==> src/hdl/tasce_pkg.sv <==
// Shared types and constants for the two-axis servo cubic easing core.
// No dependencies; used by tasce_ctrl, tasce_dp and the top level.
`timescale 1ns / 1ps
`default_nettype none

package tasce_pkg;

    // Item kinds carried in the slave-side tuser
    localparam logic [1:0] FUNC_UPDATE  = 2'd0;
    localparam logic [1:0] FUNC_START_X = 2'd1;
    localparam logic [1:0] FUNC_START_Y = 2'd2;

    // Configuration register indexes
    localparam int unsigned CFG_IDX_W = 1;
    localparam logic [CFG_IDX_W-1:0] CFG_HOME_X = 1'b0;
    localparam logic [CFG_IDX_W-1:0] CFG_HOME_Y = 1'b1;

    // Field widths
    localparam int unsigned ANGLE_W  = 8;
    localparam int unsigned TARGET_W = 11;
    localparam int unsigned DUR_W    = 16;
    localparam int unsigned TIME_W   = 32;

    // Angle after reset on both axes
    localparam logic [ANGLE_W-1:0] HOME_RESET = 8'd90;

    // Controller to datapath commands
    typedef struct packed {
        logic load;
        logic div_step;
        logic mul_sq;
        logic mul_cube;
        logic ease;
        logic mul_x;
        logic mul_y;
        logic ang_y;
        logic out_load;
    } t_dp_cmd;

    // Datapath to controller status
    typedef struct packed {
        logic interp;
    } t_dp_sts;

endpackage

`default_nettype wire

==> src/hdl/tasce_ctrl.sv <==
// Sequencer for the easing core: accepts one item, for an interpolating update
// steps the divider and the shared multiplier, then hands the result to the output register.
// Depends on tasce_pkg.
`timescale 1ns / 1ps
`default_nettype none

module tasce_ctrl #(
    parameter int unsigned FRAC_BITS = 16
) (
    input  wire logic              i_clk,
    input  wire logic              i_rst_n,
    input  wire logic              i_in_valid,
    output      logic              o_in_ready,
    input  wire logic              i_out_ready,
    output      logic              o_out_valid,
    input  wire tasce_pkg::t_dp_sts i_sts,
    output      tasce_pkg::t_dp_cmd o_cmd
);

    localparam int unsigned CNT_W = $clog2(FRAC_BITS);
    localparam logic [CNT_W-1:0] CNT_LAST = CNT_W'(FRAC_BITS - 1);

    localparam logic [3:0] ST_IDLE   = 4'd0;
    localparam logic [3:0] ST_DECIDE = 4'd1;
    localparam logic [3:0] ST_DIV    = 4'd2;
    localparam logic [3:0] ST_SQ     = 4'd3;
    localparam logic [3:0] ST_CUBE   = 4'd4;
    localparam logic [3:0] ST_EASE   = 4'd5;
    localparam logic [3:0] ST_MULX   = 4'd6;
    localparam logic [3:0] ST_MULY   = 4'd7;
    localparam logic [3:0] ST_ANGY   = 4'd8;
    localparam logic [3:0] ST_FIN    = 4'd9;

    logic [3:0]       r_state, n_state;
    logic [CNT_W-1:0] r_cnt, n_cnt;
    logic             r_out_valid, n_out_valid;
    tasce_pkg::t_dp_cmd cmd;

    always_comb begin
        n_state = r_state;
        n_cnt   = r_cnt;
        cmd     = '0;
        unique case (r_state)
            ST_IDLE: begin
                if (i_in_valid) begin
                    cmd.load = 1'b1;
                    n_state  = ST_DECIDE;
                end
            end
            ST_DECIDE: begin
                if (i_sts.interp) begin
                    n_cnt   = '0;
                    n_state = ST_DIV;
                end else begin
                    n_state = ST_FIN;
                end
            end
            ST_DIV: begin
                cmd.div_step = 1'b1;
                if (r_cnt == CNT_LAST) begin
                    n_state = ST_SQ;
                end else begin
                    n_cnt = r_cnt + 1'b1;
                end
            end
            ST_SQ: begin
                cmd.mul_sq = 1'b1;
                n_state    = ST_CUBE;
            end
            ST_CUBE: begin
                cmd.mul_cube = 1'b1;
                n_state      = ST_EASE;
            end
            ST_EASE: begin
                cmd.ease = 1'b1;
                n_state  = ST_MULX;
            end
            ST_MULX: begin
                cmd.mul_x = 1'b1;
                n_state   = ST_MULY;
            end
            ST_MULY: begin
                cmd.mul_y = 1'b1;
                n_state   = ST_ANGY;
            end
            ST_ANGY: begin
                cmd.ang_y = 1'b1;
                n_state   = ST_FIN;
            end
            ST_FIN: begin
                if (!r_out_valid || i_out_ready) begin
                    cmd.out_load = 1'b1;
                    n_state      = ST_IDLE;
                end
            end
            default: begin
                n_state = ST_IDLE;
            end
        endcase
    end

    always_comb begin
        if (cmd.out_load) begin
            n_out_valid = 1'b1;
        end else if (i_out_ready) begin
            n_out_valid = 1'b0;
        end else begin
            n_out_valid = r_out_valid;
        end
    end

    always_ff @(posedge i_clk) begin
        if (!i_rst_n) begin
            r_state     <= ST_IDLE;
            r_cnt       <= '0;
            r_out_valid <= 1'b0;
        end else begin
            r_state     <= n_state;
            r_cnt       <= n_cnt;
            r_out_valid <= n_out_valid;
        end
    end

    assign o_in_ready  = (r_state == ST_IDLE);
    assign o_out_valid = r_out_valid;
    assign o_cmd       = cmd;

endmodule

`default_nettype wire

==> src/hdl/tasce_dp.sv <==
// Datapath of the easing core: axis state, restoring divider for progress,
// one shared signed multiplier for the cubic ease and the interpolation.
// Depends on tasce_pkg.
`timescale 1ns / 1ps
`default_nettype none

module tasce_dp #(
    parameter int unsigned FRAC_BITS = 16,
    parameter int unsigned ANGLE_MAX = 180
) (
    input  wire logic                                i_clk,
    input  wire logic                                i_rst_n,
    input  wire tasce_pkg::t_dp_cmd                  i_cmd,
    output      tasce_pkg::t_dp_sts                  o_sts,
    input  wire logic [1:0]                          i_func,
    input  wire logic [tasce_pkg::TARGET_W-1:0]      i_target,
    input  wire logic [tasce_pkg::DUR_W-1:0]         i_dur,
    input  wire logic [tasce_pkg::TIME_W-1:0]        i_now,
    input  wire logic                                i_cfg_we,
    input  wire logic [tasce_pkg::CFG_IDX_W-1:0]     i_cfg_index,
    input  wire logic [tasce_pkg::ANGLE_W-1:0]       i_cfg_data,
    output      logic [tasce_pkg::ANGLE_W-1:0]       o_angle_x,
    output      logic [tasce_pkg::ANGLE_W-1:0]       o_angle_y,
    output      logic                                o_moving_x,
    output      logic                                o_moving_y,
    output      logic                                o_interp
);

    localparam int unsigned AW = tasce_pkg::ANGLE_W;
    localparam int unsigned DW = tasce_pkg::DUR_W;
    localparam int unsigned TW = tasce_pkg::TIME_W;
    localparam int unsigned F  = FRAC_BITS;
    localparam int unsigned MW = F + 2;      // multiplier operand width
    localparam int unsigned PW = 2 * MW;     // product width
    localparam int unsigned TARGET_MSB = tasce_pkg::TARGET_W - 1;
    localparam logic [AW-1:0] ANG_MAX = AW'(ANGLE_MAX);
    localparam logic [F:0]    ONE_E   = {1'b1, {F{1'b0}}};

    // Axis state
    logic [AW-1:0] r_cur_x, r_cur_y, r_from_x, r_from_y, r_goal_x, r_goal_y;
    logic          r_busy_x, r_busy_y;
    logic [TW-1:0] r_move_start;
    logic [DW-1:0] r_move_len;

    // Working registers
    logic [DW-1:0]        r_rem;
    logic [F-1:0]         r_q;
    logic [F:0]           r_e;
    logic signed [PW-1:0] r_prod;
    logic                 r_ix, r_iy;

    // Result register
    logic [AW-1:0] r_out_ax, r_out_ay;
    logic          r_out_mx, r_out_my, r_out_int;

    logic [AW-1:0]        tgt, cfg_sat;
    logic [TW-1:0]        elapsed;
    logic                 lt;
    logic [DW:0]          rem2;
    logic                 ge;
    logic [DW:0]          rem_sub;
    logic [F:0]           v_full, k, e_next;
    logic [F-1:0]         s;
    logic signed [8:0]    d_x, d_y;
    logic signed [MW-1:0] mul_a, mul_b;
    logic signed [PW-1:0] prod;
    logic signed [9:0]    step;
    logic [9:0]           ang_x, ang_y;

    // Target clamp: negative to zero, large to the maximum
    always_comb begin
        if (i_target[TARGET_MSB]) begin
            tgt = '0;
        end else if (i_target[TARGET_MSB-1:0] > {2'b00, ANG_MAX}) begin
            tgt = ANG_MAX;
        end else begin
            tgt = i_target[AW-1:0];
        end
    end

    assign cfg_sat = (i_cfg_data > ANG_MAX) ? ANG_MAX : i_cfg_data;
    assign elapsed = i_now - r_move_start;
    assign lt      = (elapsed < {{(TW-DW){1'b0}}, r_move_len});

    // Restoring divide, one quotient bit a step
    assign rem2    = {r_rem, 1'b0};
    assign ge      = (rem2 >= {1'b0, r_move_len});
    assign rem_sub = rem2 - {1'b0, r_move_len};

    // Ease terms; upper half of the curve mirrors around t = 1/2
    assign v_full = r_q[F-1] ? (ONE_E - {1'b0, r_q}) : {1'b0, r_q};
    assign s      = r_prod[2*F-1:F];
    assign k      = r_prod[2*F-2:F-2];
    assign e_next = r_q[F-1] ? (ONE_E - k) : k;

    assign d_x = signed'({1'b0, r_goal_x}) - signed'({1'b0, r_from_x});
    assign d_y = signed'({1'b0, r_goal_y}) - signed'({1'b0, r_from_y});

    always_comb begin
        mul_a = '0;
        mul_b = '0;
        if (i_cmd.mul_sq) begin
            mul_a = signed'({1'b0, v_full});
            mul_b = signed'({1'b0, v_full});
        end else if (i_cmd.mul_cube) begin
            mul_a = signed'({2'b00, s});
            mul_b = signed'({1'b0, v_full});
        end else if (i_cmd.mul_x) begin
            mul_a = signed'({{(MW-9){d_x[8]}}, d_x});
            mul_b = signed'({1'b0, r_e});
        end else if (i_cmd.mul_y) begin
            mul_a = signed'({{(MW-9){d_y[8]}}, d_y});
            mul_b = signed'({1'b0, r_e});
        end
    end

    assign prod = mul_a * mul_b;

    // from + floor(d*e / ONE)
    assign step  = r_prod[F+9:F];
    assign ang_x = 10'({2'b00, r_from_x}) + 10'(step);
    assign ang_y = 10'({2'b00, r_from_y}) + 10'(step);

    always_ff @(posedge i_clk) begin
        if (!i_rst_n) begin
            r_cur_x      <= tasce_pkg::HOME_RESET;
            r_cur_y      <= tasce_pkg::HOME_RESET;
            r_from_x     <= '0;
            r_from_y     <= '0;
            r_goal_x     <= '0;
            r_goal_y     <= '0;
            r_busy_x     <= 1'b0;
            r_busy_y     <= 1'b0;
            r_move_start <= '0;
            r_move_len   <= '0;
            r_ix         <= 1'b0;
            r_iy         <= 1'b0;
        end else begin
            if (i_cmd.load) begin
                r_ix <= 1'b0;
                r_iy <= 1'b0;
                case (i_func)
                    tasce_pkg::FUNC_START_X: begin
                        r_from_x     <= r_cur_x;
                        r_goal_x     <= tgt;
                        r_move_len   <= i_dur;
                        r_move_start <= i_now;
                        r_busy_x     <= 1'b1;
                    end
                    tasce_pkg::FUNC_START_Y: begin
                        r_from_y     <= r_cur_y;
                        r_goal_y     <= tgt;
                        r_move_len   <= i_dur;
                        r_move_start <= i_now;
                        r_busy_y     <= 1'b1;
                    end
                    tasce_pkg::FUNC_UPDATE: begin
                        if (lt) begin
                            r_ix <= r_busy_x;
                            r_iy <= r_busy_y;
                        end else begin
                            // time is up: snap to goal
                            if (r_busy_x) begin
                                r_cur_x  <= r_goal_x;
                                r_busy_x <= 1'b0;
                            end
                            if (r_busy_y) begin
                                r_cur_y  <= r_goal_y;
                                r_busy_y <= 1'b0;
                            end
                        end
                    end
                    default: begin
                    end
                endcase
            end
            if (i_cmd.mul_y && r_ix) begin
                r_cur_x <= ang_x[AW-1:0];
            end
            if (i_cmd.ang_y && r_iy) begin
                r_cur_y <= ang_y[AW-1:0];
            end
            if (i_cfg_we) begin
                if (i_cfg_index == tasce_pkg::CFG_HOME_X && !r_busy_x) begin
                    r_cur_x <= cfg_sat;
                end
                if (i_cfg_index == tasce_pkg::CFG_HOME_Y && !r_busy_y) begin
                    r_cur_y <= cfg_sat;
                end
            end
        end
    end

    // Payload registers, no reset
    always_ff @(posedge i_clk) begin
        if (i_cmd.load) begin
            r_rem <= elapsed[DW-1:0];
        end else if (i_cmd.div_step) begin
            r_rem <= ge ? rem_sub[DW-1:0] : rem2[DW-1:0];
        end
        if (i_cmd.div_step) begin
            r_q <= {r_q[F-2:0], ge};
        end
        if (i_cmd.mul_sq || i_cmd.mul_cube || i_cmd.mul_x || i_cmd.mul_y) begin
            r_prod <= prod;
        end
        if (i_cmd.ease) begin
            r_e <= e_next;
        end
        if (i_cmd.out_load) begin
            r_out_ax  <= r_cur_x;
            r_out_ay  <= r_cur_y;
            r_out_mx  <= r_busy_x;
            r_out_my  <= r_busy_y;
            r_out_int <= r_ix | r_iy;
        end
    end

    assign o_sts.interp = r_ix | r_iy;
    assign o_angle_x    = r_out_ax;
    assign o_angle_y    = r_out_ay;
    assign o_moving_x   = r_out_mx;
    assign o_moving_y   = r_out_my;
    assign o_interp     = r_out_int;

endmodule

`default_nettype wire

==> src/hdl/two_axis_servo_cubic_easing_core.sv <==
// Two-axis servo angle generator with cubic ease-in-out, top level.
// Depends on tasce_pkg, tasce_ctrl and tasce_dp.
//
// Use:
//  - Slave stream: tuser carries the item kind (update tick, start X, start Y);
//    tdata carries target angle, duration and the millisecond time stamp.
//  - Master stream: one result transaction per input transaction, with both
//    angles, both moving flags and the interpolation flag.
//  - Config channel: i_cfg_index selects home X or home Y; a write saturates
//    to ANGLE_MAX and moves the axis there if it is not mid-movement. Only
//    write while the core is idle. o_cfg_ready is always high.
// Timing:
//  - One item at a time. An interpolating update passes through the decide step,
//    the restoring divider, which yields one progress bit per cycle, and six steps
//    (square, cube, ease, multiply X, multiply Y, angle Y); square, cube and the
//    X and Y multiplies go through the single shared multiplier. The final step then
//    loads the output register; other items skip straight to the final step.
//  - The result sits in an output register, so a new item is taken while the
//    previous result is still waiting; the core only holds in its last step
//    if the receiver has not yet taken the previous result.
// Reset: synchronous, active low. Both angles return to 90, both axes idle,
//  start time and duration cleared, no result pending.
`timescale 1ns / 1ps
`default_nettype none

module two_axis_servo_cubic_easing_core #(
    parameter int unsigned FRAC_BITS = 16,
    parameter int unsigned ANGLE_MAX = 180
) (
    input  wire logic        i_clk,
    input  wire logic        i_rst_n,
    // Slave stream
    input  wire logic        s_axis_tvalid,
    output      logic        s_axis_tready,
    input  wire logic [63:0] s_axis_tdata,  // target_angle[10:0], duration_ms[26:11],
                                            // now_ms[58:27], zero pad[63:59]
    input  wire logic [1:0]  s_axis_tuser,  // func[1:0]
    // Master stream
    output      logic        m_axis_tvalid,
    input  wire logic        m_axis_tready,
    output      logic [23:0] m_axis_tdata,  // angle_x[7:0], angle_y[15:8], moving_x[16],
                                            // moving_y[17], any_interpolating[18], zero[23:19]
    // Configuration writes
    input  wire logic        i_cfg_valid,
    output      logic        o_cfg_ready,
    input  wire logic [tasce_pkg::CFG_IDX_W-1:0] i_cfg_index,
    input  wire logic [tasce_pkg::ANGLE_W-1:0]   i_cfg_data
);

    tasce_pkg::t_dp_cmd cmd;
    tasce_pkg::t_dp_sts sts;

    logic [tasce_pkg::ANGLE_W-1:0] angle_x, angle_y;
    logic                          moving_x, moving_y, interp;
    logic                          cfg_we;

    assign o_cfg_ready = 1'b1;
    assign cfg_we      = i_cfg_valid & o_cfg_ready;

    tasce_ctrl #(
        .FRAC_BITS (FRAC_BITS)
    ) u_ctrl (
        .i_clk       (i_clk),
        .i_rst_n     (i_rst_n),
        .i_in_valid  (s_axis_tvalid),
        .o_in_ready  (s_axis_tready),
        .i_out_ready (m_axis_tready),
        .o_out_valid (m_axis_tvalid),
        .i_sts       (sts),
        .o_cmd       (cmd)
    );

    tasce_dp #(
        .FRAC_BITS (FRAC_BITS),
        .ANGLE_MAX (ANGLE_MAX)
    ) u_dp (
        .i_clk       (i_clk),
        .i_rst_n     (i_rst_n),
        .i_cmd       (cmd),
        .o_sts       (sts),
        .i_func      (s_axis_tuser),
        .i_target    (s_axis_tdata[10:0]),
        .i_dur       (s_axis_tdata[26:11]),
        .i_now       (s_axis_tdata[58:27]),
        .i_cfg_we    (cfg_we),
        .i_cfg_index (i_cfg_index),
        .i_cfg_data  (i_cfg_data),
        .o_angle_x   (angle_x),
        .o_angle_y   (angle_y),
        .o_moving_x  (moving_x),
        .o_moving_y  (moving_y),
        .o_interp    (interp)
    );

    assign m_axis_tdata = {5'b00000, interp, moving_y, moving_x, angle_y, angle_x};

    // After a transaction in, the core is not ready again in the following cycle
    a_busy_after_accept: assert property (@(posedge i_clk) disable iff (!i_rst_n)
        (s_axis_tvalid && s_axis_tready) |=> !s_axis_tready)
        else $error("input taken while previous item still in progress");

    // An interpolated result always leaves an axis still moving
    a_interp_moving: assert property (@(posedge i_clk) disable iff (!i_rst_n)
        (m_axis_tvalid && m_axis_tdata[18]) |-> (m_axis_tdata[16] || m_axis_tdata[17]))
        else $error("interpolation flagged with both axes idle");

    // A new result only appears after an item was in progress
    a_result_source: assert property (@(posedge i_clk) disable iff (!i_rst_n)
        $rose(m_axis_tvalid) |-> $past(!s_axis_tready))
        else $error("result raised without an item in progress");

endmodule

`default_nettype wire

==> config.mk <==
export PLATFORM = sky130hd
export DESIGN_NAME = two_axis_servo_cubic_easing_core
export DESIGN_NICKNAME = d
export VERILOG_FILES = /design/src/hdl/tasce_pkg.sv /design/src/hdl/tasce_ctrl.sv /design/src/hdl/tasce_dp.sv /design/src/hdl/two_axis_servo_cubic_easing_core.sv
export SDC_FILE = /design/constraint.sdc
export NUM_CORES = 1
export LEC_CHECK = 0
export BUFFER_PORTS_ARGS = -buffer_cell sky130_fd_sc_hd__buf_2
export CORE_ASPECT_RATIO = 0.9
export CORE_MARGIN = 5
export CORE_UTILIZATION = 65
export DETAILED_ROUTE_END_ITERATION = 10
export PLACE_DENSITY = 0.85
export SLEW_MARGIN = 10
export SYNTH_ARGS = -nofsm -noshare
export SYNTH_HDL_FRONTEND = slang
export SYNTH_SLANG_ARGS = --single-unit
==> constraint.sdc <==
create_clock -name i_clk -period 14.9 [get_ports i_clk]
set_input_delay 0.745 -clock i_clk [delete_from_list [all_inputs] [get_ports i_clk]]
set_output_delay 0.745 -clock i_clk [all_outputs]
set_load 0.03 [all_outputs]
==> metrics.md <==
| Metric | Value |
|---|---|
| Tot GR Track Use | 0.3111 |
| Commonest cells post-synth | inv_1, nand2_1, fa_1, nor2_1, ha_1 |
| RSZ-0062 raised after global routing | false |
| DRC viols | 0 |
| Per-cell routed wire length | 18.95 um |
| Initial antenna violation count | 0 |
| Critical path class | flip-flop to flip-flop |
| Num ports | 107 |
| Cell Area, Synth | 23210 sq um |
| Core region area | 35130 sq um |
| Slowest CP cell | dfxtp_1 |
| DR vias | approximately 20000 |
| Finished Core Util | 0.7040 |
| GP Congestion | roughly 0.97 |
| HPWL Detailed | 48410 um |
| Distinct cells, synth | 81 |
| Rows | 65 |
| Post-synth top area share | 0.2467 |
| Ys async rst share | 0 |
| Cells after Synth | about 2700 |
| TritonRoute pass-1 iters | 6 |
| First-pass GRT wire length | ~100000 um |
| Final worst path period share | 0.6602 |
| CTS resizes | 0 |
| Pre-CTS WS | approximately 5.3 ns |
| Die width | between 200 and 250 um |
| Area Overhead vs Synth | 6.577% |
| Worst r2r src | u_ctrl.r_state[0] |
| Final Non-Filler Cells | between 3000 and 4000 |
| Post-route setup TNS | 0 ns |
| Transition time of the tightest slew-check pin | 1.308 ns |
| CTS clk-pin slew, worst paths | 0.08 ns |
| CP dominant cell by count | fa_1 |
| TritonCTS Sinks | 195 |
| Die Y-Extent | 189.3 um |
| CTS tree | yes |
| Seq/Total Area, Yosys | 0.2053 |
| Status | completed |
| I/O Buffers | 95 |
| Final setup fails | 0 |
| Initial core utilization | 0.6605 |
| Synth area leader | fa_1 |
| Antenna diodes | 0 |
| Final antenna-violating net count | 0 |
| EDFF count, synth | 86 |
| Vias in the first global route | 19890 |
| Top-count cell post-synth | inv_1 |
| Fin nets | 3312 |
| Relative slew slack | 0.1280 |
| Worst Path Arrival | 10.12 ns |
| Largest net degree at the start of global routing | 100 |
| Worst vdd ir | 0.08041 mV |
| Register-to-register path setup slack | 5.06 ns |
| Synth Register Bits | just under 200 |
| Area contributors post-synth | fa_1, edfxtp_1, ha_1 |
| Cell Area, Placed | 24140 sq um |
| Worst-case reg-to-reg path depth | 28 |
| Worst hold endpoint | u_dp.r_move_start[18] |
| Num CTS Buffers | 17 |
| Root buf cell | clkbuf_16 |
| Placed Cells | ~3200 |
| Hold Fails Final Rpt | 0 |
| MaxCap Viol Count | 0 |
| Hold_buf cts | 0 |
| Critical path launch point type | flip-flop |
| Worst min path class | flip-flop to flip-flop |
| Power per cell area | 57.84 nW/um^2 |
| Total global routing overflow | 0 |
| CP required | about 15 ns |
| CTS H-tree lvls | 4 |
| Drt initial violations | ~1800 |
| Leakage power | 10.83 nW |
| Crit path buf inv count | 6 |
| Share of cells above drive strength 1 | 0.07186 |
| Setup ws final | roughly 5 ns |
| Tmin final | 9.837 ns |
| Top cell family by delay on the critical path | adder cells |
| Worst Clk Skew | 0.01102 ns |
| Clk buf depth | 2 |
| Prevailing post-synth register cell | dfxtp_1 |
| WL final | between 60000 and 70000 um |
| FF-to-FF End | u_dp.r_prod[29] |
| FMAX | 101.7 MHz |
| Clock insertion delay at the later pin of the skew report | 0.45 ns |
| Type of destination of the critical path | flip-flop |
| Die area | 39590 sq um |
| Post-route cell area | 24730 sq um |
| Max incr delay on CP | 0.87 ns |
| Worst Hold Depth | 2 |
| Postcts setup bufs | 0 |
| Routed vias/inst | 5.999 |
| Fin. max-slew vios | 0 |
| Yosys warns | 0 |
| Crit path max fanout | 27 |
| Hold_sp | u_dp.r_move_start[18] |
| Syn avg cell area | 8.523 sq um |
==> layer usage <==
layer  global-route usage  vias to the layer above  share of wire
met5                    0                        -              0
met4               0.1154                        0          0.036
met3              0.06577                      183           0.10
met2               0.5102                     1004           0.47
met1               0.4106                     9389           0.39
li1                     -                     8934              -
==> tightest hold or removal path, cell delays in order, from the launching register on <==
cell and delay, ns:
dfxtp_1 0.31, nand2_1 0.05, a21boi_0 0.06
==> state kept, by name, summed over array words and instances, names as in the netlist, 4 cells and up <==
register and count:
u_dp.r_cur_y 8, u_dp.r_rem 16, u_dp.r_goal_x 8, u_dp.r_move_len 16, u_dp.r_e 17, u_dp.r_move_start 32
u_dp.r_from_x 8, u_dp.r_q 16, u_dp.r_prod 18, u_dp.o_angle_y 8, u_ctrl.r_cnt 4, u_dp.r_goal_y 8
u_dp.o_angle_x 8, u_dp.r_cur_x 8, u_ctrl.r_state 4, u_dp.r_from_y 8
==> power by group <==
part           leakage (nW)  internal [W]  total (W)  switching [W]
Sequential             1.65      0.000584   0.000600      0.0000165
Combinational          8.88      0.000138   0.000356       0.000218
Clock                 0.297      0.000248   0.000475       0.000226
Total                  10.8      0.000969    0.00143       0.000461
==> cells in the final DEF, fill, tap and decap left out, types with 38 or more instances in the layout <==
cell,netlist,layout
edfxtp_1,86,86
dfxtp_1,109,109
o21ai_0,82,82
nor2_1,268,268
nand2_1,363,363
nand3_1,45,45
xnor2_1,67,67
a21oi_1,97,97
fa_1,286,286
ha_1,176,176
a21boi_0,93,93
nor3_1,39,39
inv_1,478,478
xor2_1,38,38
buf_2,4,95
==> cell families (layout without fill, tap and decap cells) <==
family	count (synthesis)	after routing	synth area share
and+or+nand+nor	857	857	0.1606
AOI/OAI and AO/OA	507	507	0.1509
muxes	10	10	0.004421
buffers and inverters	584	640	0.09629
adders and majority gates	462	462	0.3416
DFF	195	195	0.2053
xor gates and xnor gates	106	106	0.04060
other	2	6	0.0003236
==> how the worst max path moves through the flow <==
stage / cells past startpoint / from / to
2_1_floorplan: 35 / u_dp.r_goal_x[0] / u_dp.r_prod[31]
3_3_place_gp: 29 / u_ctrl.r_state[0] / u_dp.r_prod[31]
3_5_place_dp: 28 / u_ctrl.r_state[0] / u_dp.r_prod[29]
4_1_cts: 28 / u_ctrl.r_state[0] / u_dp.r_prod[29]
5_1_grt: 28 / u_ctrl.r_state[0] / u_dp.r_prod[29]
6_report: 28 / u_ctrl.r_state[0] / u_dp.r_prod[29]
==> cell type report <==
cell class                 instances  area, sq um
clock buffer                      20        459.2
clock inverter                    12        133.9
fill                            2685        10400
inverter                         479         1798
multi-input combinational       1948        16260
sequential                       195         4765
tap                              469        586.8
timing repair buffer             129        730.7
==> stage by stage <==
step	total power (W)	hold WS [ns]
detailed placement	0.0009561	0.4526
global route	0.001497	0.4837
finish	0.001431	0.4662
floorplan	0.0008680	0.4218
CTS	0.001426	0.4689
global placement	0.0009420	0.4441
Power figures use the tool's default switching activity.
